$ cat config.mk
export PLATFORM = sky130hd
export DESIGN_NAME = bmp24_stream_to_pixel_writes_core_flat
export DESIGN_NICKNAME = d
export VERILOG_FILES = /design/src/design/bmp24_pkg.sv /design/src/design/bmp24_in_if.sv /design/src/design/bmp24_out_if.sv /design/src/design/bmp24_stream_to_pixel_writes_core.sv /design/src/flat_wrapper.sv
export VERILOG_INCLUDE_DIRS = /design/src /design/src/design
export SDC_FILE = /design/constraint.sdc
export NUM_CORES = 1
export LEC_CHECK = 0
export ABC_AREA = 1
export BUFFER_PORTS_ARGS = -buffer_cell sky130_fd_sc_hd__clkbuf_2
export CORE_MARGIN = 5
export CORE_UTILIZATION = 50
export CTS_CLUSTER_SIZE = 8
export DETAILED_ROUTE_END_ITERATION = 16
export GPL_TIMING_DRIVEN = 0
export HOLD_SLACK_MARGIN = 0.12
export PLACE_DENSITY = 0.69
export SYNTH_ARGS = -nofsm -noshare
export SYNTH_HDL_FRONTEND = slang
export SYNTH_SLANG_ARGS = --single-unit
$ cat constraint.sdc
create_clock -name clk -period 4.55 [get_ports clk]
set_input_delay 0.91 -clock clk [delete_from_list [all_inputs] [get_ports clk]]
set_output_delay 0.91 -clock clk [all_outputs]
set_load 0.02 [all_outputs]
$ cat src/design/bmp24_stream_to_pixel_writes_core_assert.svh
// ----------------------------------------------------------------------------
// BMP24 decoder assertion macros
// Concurrent checks that compile away when SYNTH is defined.
// ----------------------------------------------------------------------------
`ifndef BMP24_STREAM_TO_PIXEL_WRITES_CORE_ASSERT_SVH
`define BMP24_STREAM_TO_PIXEL_WRITES_CORE_ASSERT_SVH
`ifndef SYNTH
// Same-cycle implication: when ante holds, cons must hold too.
`define BMP24_ASSERT_IMP(label, clk, rst_n, ante, cons) \
	label: assert property (@(posedge clk) disable iff (!rst_n) (ante) |-> (cons)) \
		else $error("bmp24 check failed: same-cycle implication");
// Next-cycle implication: when ante holds, cons must hold in the next cycle.
`define BMP24_ASSERT_NXT(label, clk, rst_n, ante, cons) \
	label: assert property (@(posedge clk) disable iff (!rst_n) (ante) |=> (cons)) \
		else $error("bmp24 check failed: next-cycle implication");
`else
`define BMP24_ASSERT_IMP(label, clk, rst_n, ante, cons)
`define BMP24_ASSERT_NXT(label, clk, rst_n, ante, cons)
`endif
`endif

$ cat src/design/bmp24_pkg.sv
// ----------------------------------------------------------------------------
// BMP24 decoder package
// Field widths shared by the decoder files; result codes and the core's result word.
// ----------------------------------------------------------------------------
package bmp24_pkg;

	localparam int MAX_DIM  = 512;
	localparam int DIM_W    = 10;
	localparam int COORD_W  = 9;
	localparam int ADDR_W   = 18;
	localparam int COLOR_W  = 24;
	localparam int KIND_W   = 3;
	localparam int PLOG_W   = 4;

	typedef enum logic [KIND_W-1:0] {
		KIND_PIXEL     = 3'd0,
		KIND_HEADER_OK = 3'd1,
		KIND_BAD_SIG   = 3'd2,
		KIND_BAD_DEPTH = 3'd3,
		KIND_TOO_LARGE = 3'd4
	} kind_t;

	typedef struct packed {
		logic [KIND_W-1:0]  kind;
		logic [ADDR_W-1:0]  pixel_address;
		logic [COLOR_W-1:0] pixel_color;
		logic [DIM_W-1:0]   image_width;
		logic [DIM_W-1:0]   image_height;
		logic [DIM_W-1:0]   row_pitch;
		logic               last;
	} result_t;

endpackage

$ cat src/design/bmp24_in_if.sv
// ----------------------------------------------------------------------------
// BMP24 byte channel
// Valid/ready channel carrying one file byte and its start-of-file flag.
// ----------------------------------------------------------------------------
interface bmp24_in_if;
	logic       valid;
	logic       ready;
	logic [7:0] file_byte;
	logic       first_byte;

	modport source(output valid, output file_byte, output first_byte, input ready);
	modport sink(input valid, input file_byte, input first_byte, output ready);
endinterface

$ cat src/design/bmp24_out_if.sv
// ----------------------------------------------------------------------------
// BMP24 result channel
// Valid/ready channel carrying pixel writes and header status words.
// ----------------------------------------------------------------------------
interface bmp24_out_if;
	import bmp24_pkg::*;

	logic               valid;
	logic               ready;
	logic [KIND_W-1:0]  kind;
	logic [ADDR_W-1:0]  pixel_address;
	logic [COLOR_W-1:0] pixel_color;
	logic [DIM_W-1:0]   image_width;
	logic [DIM_W-1:0]   image_height;
	logic [DIM_W-1:0]   row_pitch;
	logic               last;

	modport source(output valid, output kind, output pixel_address, output pixel_color,
		output image_width, output image_height, output row_pitch, output last,
		input ready);
	modport sink(input valid, input kind, input pixel_address, input pixel_color,
		input image_width, input image_height, input row_pitch, input last,
		output ready);
endinterface

$ cat src/design/bmp24_stream_to_pixel_writes_core.sv
// ----------------------------------------------------------------------------
// BMP24 stream to pixel writes
// Parses a 24-bit bitmap file byte by byte and issues framebuffer writes.
// ----------------------------------------------------------------------------
//  channel   direction  payload
//  bytes     in         file_byte, first_byte
//  writes    out        kind, pixel_address, pixel_color, image_width,
//                       image_height, row_pitch, last
//
// One byte is taken per clock; its result, if any, is registered and shown
// on the next cycle. The single output register sets the rate: a new byte is
// taken whenever that register is empty or being drained in the same cycle.
// A stall on writes holds the result and stops bytes; reset (arst_n low)
// clears the parser to idle and empties the output register.
`include "bmp24_stream_to_pixel_writes_core_assert.svh"

module bmp24_stream_to_pixel_writes_core (
	input logic clk,
	input logic arst_n,
	bmp24_in_if.sink bytes,
	bmp24_out_if.source writes
);
	import bmp24_pkg::*;

	typedef enum logic [3:0] {
		PH_IDLE   = 4'b0001,
		PH_HEADER = 4'b0010,
		PH_PIXEL  = 4'b0100,
		PH_PAD    = 4'b1000
	} phase_t;

	localparam logic [5:0]  POS_SIG    = 6'd1;
	localparam logic [5:0]  POS_WIDTH  = 6'd21;
	localparam logic [5:0]  POS_HEIGHT = 6'd25;
	localparam logic [5:0]  POS_DEPTH  = 6'd29;
	localparam logic [5:0]  POS_LAST   = 6'd53;
	localparam logic [15:0] SIGNATURE  = 16'h4D42;
	localparam logic [15:0] DEPTH_24   = 16'd24;

	phase_t              phase_q, phase_d, phase_cur;
	logic [5:0]          pos_q, pos_d, pos_cur;
	logic [31:0]         fa_q, fa_d, fa_cur;
	logic [DIM_W-1:0]    width_q, width_d;
	logic [DIM_W-1:0]    height_q, height_d;
	logic                big_w_q, big_w_d, big_h_q, big_h_d;
	logic [PLOG_W-1:0]   plog_q, plog_d;
	logic [COORD_W-1:0]  column_q, column_d;
	logic [COORD_W-1:0]  row_q, row_d;
	logic [1:0]          bip_q, bip_d;
	logic [15:0]         hold_q, hold_d;
	logic [1:0]          pad_q, pad_d;

	logic                emit;
	result_t             res_d, res_q;
	logic                out_valid_q;
	logic                in_acc;
	logic [DIM_W-1:0]    pitch;
	logic [DIM_W-1:0]    col_inc;
	logic                final_px;
	logic                empty;

	// Smallest exponent whose power of two covers the width; zero width gives 0.
	function automatic logic [PLOG_W-1:0] ceil_log2(input logic [DIM_W-1:0] w);
		logic [DIM_W-1:0]  x;
		logic [PLOG_W-1:0] r;
		x = w - DIM_W'(1);
		r = '0;
		if (w > DIM_W'(1)) begin
			for (int i = 0; i < DIM_W; i++) begin
				if (x[i])
					r = PLOG_W'(i + 1);
			end
		end
		return r;
	endfunction

	assign bytes.ready = !out_valid_q || writes.ready;
	assign in_acc      = bytes.valid && bytes.ready;

	assign phase_cur = bytes.first_byte ? PH_HEADER : phase_q;
	assign pos_cur   = bytes.first_byte ? 6'd0 : pos_q;
	assign fa_cur    = bytes.first_byte ? 32'd0 : fa_q;

	assign pitch    = DIM_W'(1) << plog_q;
	assign col_inc  = DIM_W'(column_q) + DIM_W'(1);
	assign final_px = (col_inc == width_q) && (row_q == '0);
	assign empty    = (width_q == '0) || (height_q == '0);

	always_comb begin
		phase_d  = phase_cur;
		pos_d    = pos_cur;
		fa_d     = fa_cur;
		width_d  = width_q;
		height_d = height_q;
		big_w_d  = big_w_q;
		big_h_d  = big_h_q;
		plog_d   = plog_q;
		column_d = column_q;
		row_d    = row_q;
		bip_d    = bip_q;
		hold_d   = hold_q;
		pad_d    = pad_q;
		emit     = 1'b0;
		res_d    = '0;

		unique case (phase_cur)
			PH_HEADER: begin
				fa_d  = {bytes.file_byte, fa_cur[31:8]};
				pos_d = pos_cur + 6'd1;
				unique case (pos_cur)
					POS_SIG: begin
						if (fa_d[31:16] != SIGNATURE) begin
							phase_d    = PH_IDLE;
							emit       = 1'b1;
							res_d.kind = KIND_BAD_SIG;
						end
					end
					POS_WIDTH: begin
						width_d = fa_d[DIM_W-1:0];
						big_w_d = fa_d > 32'(MAX_DIM);
					end
					POS_HEIGHT: begin
						height_d = fa_d[DIM_W-1:0];
						big_h_d  = fa_d > 32'(MAX_DIM);
					end
					POS_DEPTH: begin
						priority if (fa_d[31:16] != DEPTH_24) begin
							phase_d    = PH_IDLE;
							emit       = 1'b1;
							res_d.kind = KIND_BAD_DEPTH;
						end else if (big_w_q || big_h_q) begin
							phase_d    = PH_IDLE;
							emit       = 1'b1;
							res_d.kind = KIND_TOO_LARGE;
						end else begin
							plog_d = ceil_log2(width_q);
						end
					end
					POS_LAST: begin
						column_d           = '0;
						row_d              = empty ? '0 : COORD_W'(height_q - DIM_W'(1));
						bip_d              = '0;
						pad_d              = '0;
						phase_d            = empty ? PH_IDLE : PH_PIXEL;
						emit               = 1'b1;
						res_d.kind         = KIND_HEADER_OK;
						res_d.image_width  = width_q;
						res_d.image_height = height_q;
						res_d.row_pitch    = pitch;
						res_d.last         = empty;
					end
					default: begin
					end
				endcase
			end
			PH_PIXEL: begin
				unique case (bip_q)
					2'd0: begin
						hold_d = {8'd0, bytes.file_byte};
						bip_d  = 2'd1;
					end
					2'd1: begin
						hold_d = {bytes.file_byte, hold_q[7:0]};
						bip_d  = 2'd2;
					end
					default: begin
						bip_d               = '0;
						emit                = 1'b1;
						res_d.kind          = KIND_PIXEL;
						res_d.pixel_address = ADDR_W'(column_q) + (ADDR_W'(row_q) << plog_q);
						res_d.pixel_color   = {hold_q[7:0], hold_q[15:8], bytes.file_byte};
						res_d.image_width   = width_q;
						res_d.image_height  = height_q;
						res_d.row_pitch     = pitch;
						res_d.last          = final_px;
						if (final_px) begin
							phase_d = PH_IDLE;
						end else if (col_inc >= width_q) begin
							// End of row: skip the padding bytes, if any.
							pad_d = width_q[1:0];
							if (width_q[1:0] != 2'd0) begin
								phase_d = PH_PAD;
							end else begin
								row_d    = row_q - COORD_W'(1);
								column_d = '0;
							end
						end else begin
							column_d = col_inc[COORD_W-1:0];
						end
					end
				endcase
			end
			PH_PAD: begin
				pad_d = pad_q - 2'd1;
				if (pad_q == 2'd1) begin
					phase_d  = PH_PIXEL;
					row_d    = row_q - COORD_W'(1);
					column_d = '0;
				end
			end
			default: begin
			end
		endcase
	end

	always_ff @(posedge clk or negedge arst_n) begin
		if (!arst_n) begin
			phase_q  <= PH_IDLE;
			pos_q    <= '0;
			fa_q     <= '0;
			width_q  <= '0;
			height_q <= '0;
			big_w_q  <= 1'b0;
			big_h_q  <= 1'b0;
			plog_q   <= '0;
			column_q <= '0;
			row_q    <= '0;
			bip_q    <= '0;
			hold_q   <= '0;
			pad_q    <= '0;
		end else if (in_acc) begin
			phase_q  <= phase_d;
			pos_q    <= pos_d;
			fa_q     <= fa_d;
			width_q  <= width_d;
			height_q <= height_d;
			big_w_q  <= big_w_d;
			big_h_q  <= big_h_d;
			plog_q   <= plog_d;
			column_q <= column_d;
			row_q    <= row_d;
			bip_q    <= bip_d;
			hold_q   <= hold_d;
			pad_q    <= pad_d;
		end
	end

	always_ff @(posedge clk or negedge arst_n) begin
		if (!arst_n) begin
			out_valid_q <= 1'b0;
		end else if (in_acc) begin
			out_valid_q <= emit;
		end else if (writes.ready) begin
			out_valid_q <= 1'b0;
		end
	end

	always_ff @(posedge clk) begin
		if (in_acc && emit) begin
			res_q <= res_d;
		end
	end

	assign writes.valid         = out_valid_q;
	assign writes.kind          = res_q.kind;
	assign writes.pixel_address = res_q.pixel_address;
	assign writes.pixel_color   = res_q.pixel_color;
	assign writes.image_width   = res_q.image_width;
	assign writes.image_height  = res_q.image_height;
	assign writes.row_pitch     = res_q.row_pitch;
	assign writes.last          = res_q.last;

	`BMP24_ASSERT_IMP(a_col_in_row, clk, arst_n, phase_q == PH_PIXEL, DIM_W'(column_q) < width_q)
	`BMP24_ASSERT_IMP(a_pad_nonzero, clk, arst_n, phase_q == PH_PAD, pad_q != 2'd0)
	`BMP24_ASSERT_IMP(a_bip_range, clk, arst_n, 1'b1, bip_q != 2'd3)
	`BMP24_ASSERT_NXT(a_pixel_emits, clk, arst_n, in_acc && !bytes.first_byte && phase_q == PH_PIXEL && bip_q == 2'd2, out_valid_q && writes.kind == KIND_PIXEL)

endmodule
$ cat src/flat_wrapper.sv
// flat-port wrapper written by rule: the top's interface ports become plain ports
module bmp24_stream_to_pixel_writes_core_flat import bmp24_pkg::*;
  (clk, arst_n, bytes_valid, bytes_file_byte, bytes_first_byte, bytes_ready, writes_valid, writes_kind, writes_pixel_address, writes_pixel_color, writes_image_width, writes_image_height, writes_row_pitch, writes_last, writes_ready);
  bmp24_in_if bytes_i ();
  bmp24_out_if writes_i ();
  input logic clk;
  input logic arst_n;
  input wire logic [$bits(bytes_i.valid)-1:0] bytes_valid;
  input wire logic [$bits(bytes_i.file_byte)-1:0] bytes_file_byte;
  input wire logic [$bits(bytes_i.first_byte)-1:0] bytes_first_byte;
  output wire logic [$bits(bytes_i.ready)-1:0] bytes_ready;
  output wire logic [$bits(writes_i.valid)-1:0] writes_valid;
  output wire logic [$bits(writes_i.kind)-1:0] writes_kind;
  output wire logic [$bits(writes_i.pixel_address)-1:0] writes_pixel_address;
  output wire logic [$bits(writes_i.pixel_color)-1:0] writes_pixel_color;
  output wire logic [$bits(writes_i.image_width)-1:0] writes_image_width;
  output wire logic [$bits(writes_i.image_height)-1:0] writes_image_height;
  output wire logic [$bits(writes_i.row_pitch)-1:0] writes_row_pitch;
  output wire logic [$bits(writes_i.last)-1:0] writes_last;
  input wire logic [$bits(writes_i.ready)-1:0] writes_ready;
  assign bytes_i.valid = bytes_valid;
  assign bytes_i.file_byte = bytes_file_byte;
  assign bytes_i.first_byte = bytes_first_byte;
  assign bytes_ready = bytes_i.ready;
  assign writes_valid = writes_i.valid;
  assign writes_kind = writes_i.kind;
  assign writes_pixel_address = writes_i.pixel_address;
  assign writes_pixel_color = writes_i.pixel_color;
  assign writes_image_width = writes_i.image_width;
  assign writes_image_height = writes_i.image_height;
  assign writes_row_pitch = writes_i.row_pitch;
  assign writes_last = writes_i.last;
  assign writes_i.ready = writes_ready;
  bmp24_stream_to_pixel_writes_core u_core (.clk(clk), .arst_n(arst_n), .bytes(bytes_i), .writes(writes_i));
endmodule
=== After elaboration in Yosys (flattened, before gate mapping) ===
Cells that the tools add are included.

* Register bits: 175
* Bits in latches: 0
* Bits in writable memories: 0
* Memory bits (read-only): 0
* Output and inout port bits: 78
* Memories: 0

* Add/sub/neg operators: 7
* $mul: 0
* Div/mod/pow operators: 0
* Order comparisons: 3
* Eq/ne operators: 20
* Shift operators: 2
* Mux-type cells: 66
* Bitwise operators: 4
* Reduce and logical (&&, ||, !) cells: 27

{| class="wikitable"
|+ Operators by type and width
! cell !! number
|-
| two-way mux 9 bit || 13
|-
| two-way mux 32 bit || 2
|-
| two-way mux 31 bit || 2
|-
| case mux 31 bit (2 select lines) || 1
|-
| case mux 9 bit (3 select lines) || 2
|-
| two-way mux 4 bit || 13
|-
| > comparator 32 x 10 -> 1 bit (second input constant) || 1
|-
| case mux 16 bit (2 select lines) || 1
|-
| case mux 4 bit (3 select lines) || 2
|-
| two-way mux 3 bit || 7
|-
| zero test 10 bit || 2
|-
| adder 9 x 18 -> 18 bit || 1
|-
| equality test 6 x 5 -> 1 bit (second input constant) || 3
|-
| left shift 9 x 4 -> 18 bit || 1
|-
| subtractor 9 x 1 -> 9 bit (second input constant) || 2
|-
| inequality test 16 x 15 -> 1 bit (second input constant) || 1
|-
| inequality test 16 x 5 -> 1 bit (second input constant) || 1
|-
| two-way mux 2 bit || 7
|-
| two-way mux 6 bit || 2
|-
| AND reduction 3 bit || 4
|-
| adder 9 x 1 -> 10 bit (second input constant) || 1
|-
| equality test 10 bit || 1
|-
| >= comparator 10 bit || 1
|-
| > comparator 10 x 1 -> 1 bit (second input constant) || 1
|-
| other kinds (35) || 57
|}

=== Depth between registers and ports, before layout ===
Gate-level depths: netlist of the first run.

* Word-level depth: 12
* Depth in mapped cells: 19
* Gate-level depth less buffers: 19

=== Least setup slack after synthesis of the first run ===
No wires, ideal clock.

* Path kind: input -> register
* Start point: in bytes_first_byte
* End point: reg u_core.res_q, in the netlist u_core.writes.image_height[0], enable pin
* Setup time: 0.430 ns
* Data arrival time: 3.588 ns
* Required time: 4.120 ns
* Slack: 0.531 ns
* Stages on the path: 12
* Buffers on the path: 0
* Cell sequence: nor2_1 ha_1 inv_1 nor3_4 nand3_2 nand3_1 nand2_1 inv_1 nand2_1 nand2_1 nand2_1 inv_1

* Cells in the longest elaborated chain, start to end: 6
* Elaborated cells between the ends (all ways): 15

{| class="wikitable"
|+ Ends and longest elaborated chain
! item !! line !! source
|-
| start, declared || flat_wrapper.sv:10 || <nowiki>input wire logic [$bits(bytes_i.first_byte)-1:0] bytes_first_byte;</nowiki>
|-
| two-way mux 32 bit || bmp24_stream_to_pixel_writes_core.sv:82 || <nowiki>assign fa_cur = bytes.first_byte ? 32'd0 : fa_q;</nowiki>
|-
| inequality test 16 x 5 -> 1 bit / inequality test 16 x 15 -> 1 bit (equally long branches) || bmp24_stream_to_pixel_writes_core.sv:127, bmp24_stream_to_pixel_writes_core.sv:112 ||
|-
| two-way mux 1 bit (on tied branches) || bmp24_stream_to_pixel_writes_core.sv:127, bmp24_stream_to_pixel_writes_core.sv:112 ||
|-
| case mux 1 bit (3 select lines) || bmp24_stream_to_pixel_writes_core.sv:110 || <nowiki>unique case (pos_cur)</nowiki>
|-
| case mux 1 bit (2 select lines) (*) || bmp24_stream_to_pixel_writes_core.sv:106 || <nowiki>unique case (phase_cur)</nowiki>
|-
| logical AND 1 bit (*) || bmp24_stream_to_pixel_writes_core.sv:249 || <nowiki>if (in_acc && emit) begin</nowiki>
|-
| end signal, assigned || bmp24_stream_to_pixel_writes_core.sv:250 || <nowiki>res_q <= res_d;</nowiki>
|-
| end, declared || bmp24_stream_to_pixel_writes_core.sv:54 || <nowiki>result_t res_d, res_q;</nowiki>
|}

Every way passes the cells marked *; elsewhere a longest branch is shown, timed or not. The select of a mux whose other input is x is not followed.
A chain may end at the register's enable or synchronous reset.

=== Worst setup path in the final report of the first run ===
* Start point: in bytes_first_byte
* End point: reg u_core.res_q, in the netlist u_core.writes.row_pitch[2], enable pin

Same word-level chain as after synthesis.

==> metrics.cfg, run 1 <==
[setup_path]
cp-end-kind=register
path_cells=clkbuf_2, inv_2, nand2_2, inv_2, nand3_4, nor2_1, inv_1, clkbuf_1, nand2_1, nand2_1, inv_4, buf_16
path_class=input pin to register
r2r-start=u_core.plog_q[1]$_DFFE_PN0P_
ff2ff_path_depth=17
cp.required_ns=4.67
rr_endpoint=u_core.writes.pixel_address[17]$_SDFFCE_PP0P_
cp_max_fo=55
critPathMaxStageDelay_ns=0.51
regToRegSetupSlack_ns=1.26
critPathArrivalTime_ns=3.44
start_kind=input pin
critPathSlowestCell=nor2_1

[clocking]
clk_path_buf_depth=2
cts_num_sinks=175
root_buffer=clkbuf_16
postCtsSetupBuffers=0
clk_latency_ns=0.44
cts_hold_buf=0
cts_tree=built
cts_htree_levels=4
ctsResizeCount=0
numCtsBuffers=17
clk_pin_slew_ns=0.08

[layout]
drive_gt1_share_pct=12.61
seq_area_um2=4761
multiInputGateArea_um2=3915
nFillCells=1614
area_delta_synth_final_pct=15.20
final_util_pct=58.97
antennaDiodeCount=0
finalNetCount=1266
final_cell_area_um2=10670

[grt]
grt.overflow.total=0
grt.total_usage_pct=21.75
busiest_layer=met2
grt_pass1_vias=7685
antenna_found_initial=0
grt_max_degree=64
grtUsageMet1_pct=27.87
met3_usage_pct=4.276
grt_use_met2_pct=37.57
grt_pass1_wl_mm=37.78

[route]
finalWirelength_mm=22.62
drc_errors=0
ant_nets=0
first_pass_iters=5
initialDrtViolationCount=573
vias=7865
viasPerCell=5.365
wl_per_cell_um=15.43

[die]
fp.dieArea_um2=21340
num_rows=49
ios=91
die_height_um=146.1
core_area_um2=18090
start_util_pct=51.19
die_w_um=146.1

[timing]
hold_ws_ns=0.2744
max_freq_mhz=301.2
final_hold_viol_count=0
finClkSkew_ns=0.008836
final.min_clock_period_ns=3.320
tns_ns=0
rsz0062_at_grt=false
maxSlewViolCount=0
relSlewSlack_pct=42.40
setup-violations-final=0
tightestPinTransition_ns=0.8608
final.setup.worst_slack_ns=1.230
period_share_pct=72.97

[yosys]
synthArstFlopShare_pct=56.57
yosysTopAreaCell=dfrtp_1
synth_fp_nets=1154
synth_seq_area_share_pct=51.43
synth-seq-cells=175
yosysMostFrequentCell=nand2_1
synth_cells=1112
synth_common_cells=299 x nand2_1, 125 x nor2_1, 116 x inv_1
yosys_warnings=0
synth_area_leaders=dfrtp_1 26%, edfxtp_1 25%, nand2_1 12%
avgSynthCellArea_um2=8.325
synth-edff-count=76
synth_ff_type=dfrtp_1
synthesis.area_um2=9258
synthDistinctLibCells=45
synth_top_area_share_pct=26.49

[placement]
gp_congestion=0.9066
place_ws_ns=0.8113
port_buffers=90
placed_area_um2=10070
dp_hpwl_mm=16.94

[power_and_ir_drop]
combPwrFrac_pct=13.1
cellPowerDensity_nw_per_um2=356.0
max-vdd-ir-drop_uv=273.6
seq_power_share_pct=48.8
leakage_nw=4.888
swShare_pct=29.81
clock_power_share_pct=38.1
p_sw_w=0.001132
p_int_w=0.002665

[status]
status=finished, final reports clean

[hold_path]
hp-class=input pin to asynchronous set/reset pin

[run]
maxCapViolations=0

layout by cell type, fill, tap and decap left out, types with 4 or more instances in the layout:
cell	synthesis	routed
xnor2_1	7	7
o31ai_1	4	4
o21ai_0	101	101
nand2_1	299	299
clkbuf_1	21	21
dfrtp_1	98	98
nor4_1	8	8
xor2_1	24	24
nand4_1	17	17
clkbuf_16	0	17
nand2_2	6	6
inv_8	0	6
edfxtp_1	76	76
o22ai_1	6	6
clkbuf_2	0	89
buf_2	6	6
inv_1	116	115
a21oi_1	35	35
nor2_1	125	125
nor3_1	12	12
ha_1	28	28
nand3_1	85	85
sequential cells by signal, summed over array words and instances (netlist names), 2 cells and up:
signal and count:
u_core.bip_q 2, u_core.column_q 9, u_core.fa_q 24, u_core.height_q 10
u_core.hold_q 16, u_core.pad_q 2, u_core.phase_q 4, u_core.plog_q 4
u_core.pos_q 6, u_core.row_q 9, u_core.width_q 10, u_core.writes.image_height 10
u_core.writes.image_width 10, u_core.writes.kind 3, u_core.writes.pixel_address 18, u_core.writes.pixel_color 24
u_core.writes.row_pitch 10
logic make-up after synthesis:
kind of cell | count (synthesis) | synth area share [%]
adders and majority gates | 29 | 4.001
xor gates and xnor gates | 31 | 2.933
AOI/OAI and AO/OA | 153 | 8.609
and+or+nand+nor | 573 | 26.75
buffers and inverters | 151 | 6.285
DFF | 175 | 51.43
final cells by class:
class / count / area share, %
plain buffers: 29 / 1.161
clock buffers: 17 / 3.989
multi-input cells: 786 / 36.71
inverters: 122 / 4.317
repair buffers: 93 / 4.951
well taps: 229 / 2.687
flip-flops and latches: 175 / 44.64
clock inverters: 15 / 1.549
worst max path at each step:
stage | startpoint | endpoint | slack (ns)
6_report | bytes_first_byte | u_core.writes.row_pitch[2]$_DFFE_PP_ | 1.23
5_1_grt | u_core.plog_q[1]$_DFFE_PN0P_ | u_core.writes.pixel_address[17]$_SDFFCE_PP0P_ | 0.92
4_1_cts | bytes_first_byte | u_core.writes.row_pitch[0]$_DFFE_PP_ | 1.26
3_5_place_dp | bytes_first_byte | u_core.writes.row_pitch[2]$_DFFE_PP_ | 0.81
3_3_place_gp | bytes_first_byte | u_core.writes.row_pitch[2]$_DFFE_PP_ | -0.75
2_1_floorplan | bytes_first_byte | u_core.writes.image_height[0]$_DFFE_PP_ | 0.53
power by group through the flow:
stage | sequential [W] | clock [W] | combinational [W]
2_1_floorplan | 0.00191 | 0 | 0.000290
3_3_place_gp | 0.00188 | 0 | 0.000481
3_5_place_dp | 0.00188 | 0 | 0.000501
4_1_cts | 0.00185 | 0.00147 | 0.000503
5_1_grt | 0.00187 | 0.00154 | 0.000568
6_report | 0.00185 | 0.00145 | 0.000498
critical path, delay by kind of cell:
kind | cells | cell delay [ns]
AND/OR/NAND/NOR | 5 | 1.01
buffers and inverters | 7 | 1.47
per-stage QoR:
stage	power, W	cells
after global placement	0.002365	1431
after CTS	0.003827	1466
final	0.003797	1466
after floorplan	0.002203	1112
after global routing	0.003980	1466
after detailed placement	0.002383	1434
layer usage:
metal | up-vias | part of all wire, %
met1 | 3722 | 43
li1 | 3893 | -
met4 | 0 | 2.0
met3 | 34 | 5.1
met2 | 216 | 50
met5 | - | 0
(Power assumes the default switching activity.)
==> run 2: changes to the inputs <==
==> constraint.sdc (replaced) <==
create_clock -name clk -period 3.5 [get_ports clk]
set_input_delay 0.7 -clock clk [delete_from_list [all_inputs] [get_ports clk]]
set_output_delay 0.7 -clock clk [all_outputs]
set_load 0.02 [all_outputs]
==> run 2 against run 1 <==
  * Non-clock buffer count fell by 1
  * Clock skew rose by 0.0045 ns
  * Global-route usage rose by 0.21 points
  * Via count fell by 0.62%
  * Hold slack improved by 0.13 ns
  * Combinational power rose by 30%
  * Final cell count did not move
  * Critical path depth rose by 1
  * Sequential power rose by 30%
  * Utilization fell by 0.20 points
  * First-iteration DRC count fell by 25%
  * Critical path type unchanged
  * Highest routed layer unchanged
==> metrics.cfg, run 2 (synthesized netlist as in run 1, its figures left out) <==
[die]
num_rows=49  ; unchanged
start_util_pct=51.19  ; unchanged
die_height_um=146.1  ; unchanged
ios=91  ; unchanged
core_area_um2=18090  ; unchanged
die_w_um=146.1  ; unchanged
fp.dieArea_um2=21340  ; unchanged

[grt]
grt_pass1_vias=7641  ; -0.57%
antenna_found_initial=0  ; unchanged
grt_max_degree=65  ; +1.6%
grt_pass1_wl_mm=38.00  ; +0.57%
grt.overflow.total=0  ; unchanged
grt.total_usage_pct=21.96  ; +0.21 points

[route]
viasPerCell=5.332  ; -0.62%
first_pass_iters=5  ; unchanged
initialDrtViolationCount=428  ; -25%
finalWirelength_mm=22.73  ; +0.48%
wl_per_cell_um=15.50  ; +0.48%
drc_errors=0  ; unchanged
vias=7816  ; -0.62%
ant_nets=0  ; unchanged

[power_and_ir_drop]
leakage_nw=4.855  ; -0.68%
max-vdd-ir-drop_uv=368.6  ; +35%
cellPowerDensity_nw_per_um2=460.4  ; +29%

[timing]
final.min_clock_period_ns=3.299
tightestPinTransition_ns=0.9337  ; +0.07287 ns
relSlewSlack_pct=37.52  ; -4.9 points
final.setup.worst_slack_ns=0.2009  ; -1.029 ns
max_freq_mhz=303.1
setup-violations-final=0  ; unchanged
maxSlewViolCount=0  ; unchanged
finClkSkew_ns=0.01334  ; +0.004501 ns
period_share_pct=94.26
tns_ns=0  ; unchanged
hold_ws_ns=0.4043  ; +0.1299 ns
rsz0062_at_grt=false
final_hold_viol_count=0  ; unchanged

[run]
maxCapViolations=0  ; unchanged

[placement]
placed_area_um2=10040  ; -0.34%
place_ws_ns=-0.5006  ; -1.312 ns
gp_congestion=0.9018  ; -0.53%
port_buffers=90  ; unchanged
dp_hpwl_mm=17.16  ; +1.3%

[clocking]
clk_latency_ns=0.44  ; about the same
cts_htree_levels=4  ; unchanged
root_buffer=clkbuf_16
postCtsSetupBuffers=0  ; unchanged
cts_hold_buf=0  ; unchanged
numCtsBuffers=17  ; unchanged
cts_tree=built
cts_num_sinks=175  ; unchanged
clk_pin_slew_ns=0.08  ; about the same
clk_path_buf_depth=2  ; unchanged

[layout]
area_delta_synth_final_pct=14.81
final_common_cell=nand2_1
final_cell_mix=299 x nand2_1, 124 x nor2_1, 115 x inv_1
antennaDiodeCount=0  ; unchanged
drive_gt1_share_pct=12.85  ; +0.24 points
finalNetCount=1266  ; unchanged
final_cell_area_um2=10630  ; -0.34%

[setup_path]
critPathArrivalTime_ns=3.46  ; +0.02 ns
path_class=input pin to register
cp.required_ns=3.66  ; -1.01 ns
cp_max_fo=43  ; -22%
start_kind=input pin
cp-end-kind=register

[hold_path]
hp-class=input pin to asynchronous set/reset pin

[status]
status=finished, final reports clean

-- run 2: cell count changes in the layout (fill, tap and decap cells not counted), sizes merged --
cell | previous run | this run
buf | 11 | 10
clkinvlp | 0 | 5
clkbuf | 128 | 130
clkinv | 9 | 6
inv | 128 | 125
-- run 2: cell type report --
cell class | count | area (um^2)
Buffer | 29 | 126.4
Clock buffer | 19 | 454.2
Clock inverter | 13 | 117.6
Fill cell | 1679 | 7457
Inverter | 122 | 465.4
Multi-Input combinational cell | 786 | 3918
Sequential cell | 175 | 4761
Tap cell | 229 | 286.5
Timing Repair Buffer | 92 | 493.0
Timing Repair inverter | 1 | 7.507
-- run 2: repair_timing --
item / 4_1_cts / 5_1_grt
cloned: 1 / 0
gates resized for setup: 1 / 7
hold endpoints to repair: 0 / 0
endpoints found under the setup margin: 43 / 3
-- run 2: critical path: stages --
cell and delay (ns):
clkbuf_2 0.16, inv_2 0.10, buf_2 0.18, buf_2 0.20, nand2_1 0.11, nand4_1 0.13
o31ai_1 0.54, nand3_1 0.13, nand2_1 0.11, nand2_1 0.05, nand2_1 0.21, clkinvlp_4 0.46
buf_12 0.35
-- run 2: layer usage --
metal	global-route usage, %	part of all wire (%)
met3	3.998	5.0
met4	8.796	3.0
met2	36.82	49
met1	28.38	43
met5	0	0
-- run 2: worst paths after layout --
check                                              start                                       endpoint  slack, ns  cells after the start
min in group clk           u_core.phase_q[0]$_DFFE_PN1P_                  u_core.phase_q[0]$_DFFE_PN1P_       0.48                      2
setup reg to reg            u_core.plog_q[0]$_DFFE_PN0P_  u_core.writes.pixel_address[14]$_SDFFCE_PP0P_       0.36                     18
setup / recovery                        bytes_first_byte           u_core.writes.row_pitch[5]$_DFFE_PP_       0.20                     13
max in group asynchronous                         arst_n                     u_core.fa_q[9]$_DFFE_PN0P_       2.35                      2
hold reg to reg            u_core.phase_q[0]$_DFFE_PN1P_                  u_core.phase_q[0]$_DFFE_PN1P_       0.48                      2
hold / removal                                    arst_n                  u_core.hold_q[11]$_DFFE_PN0P_       0.40                      1
-- run 2: metrics by stage --
step           util (%)  power [W]  instances
2_1_floorplan         -   0.002863       1112
3_3_place_gp      55.28   0.003073       1431
3_5_place_dp      55.52   0.003092       1433
4_1_cts           58.72   0.004927       1466
5_1_grt           58.77   0.005124       1466
6_report          58.77   0.004893       1466
-- run 2: power breakdown --
group          internal, W  total (W)  switching [W]
clock network     0.000977    0.00184       0.000866
logic             0.000185   0.000645       0.000459
registers          0.00231    0.00241      0.0000920
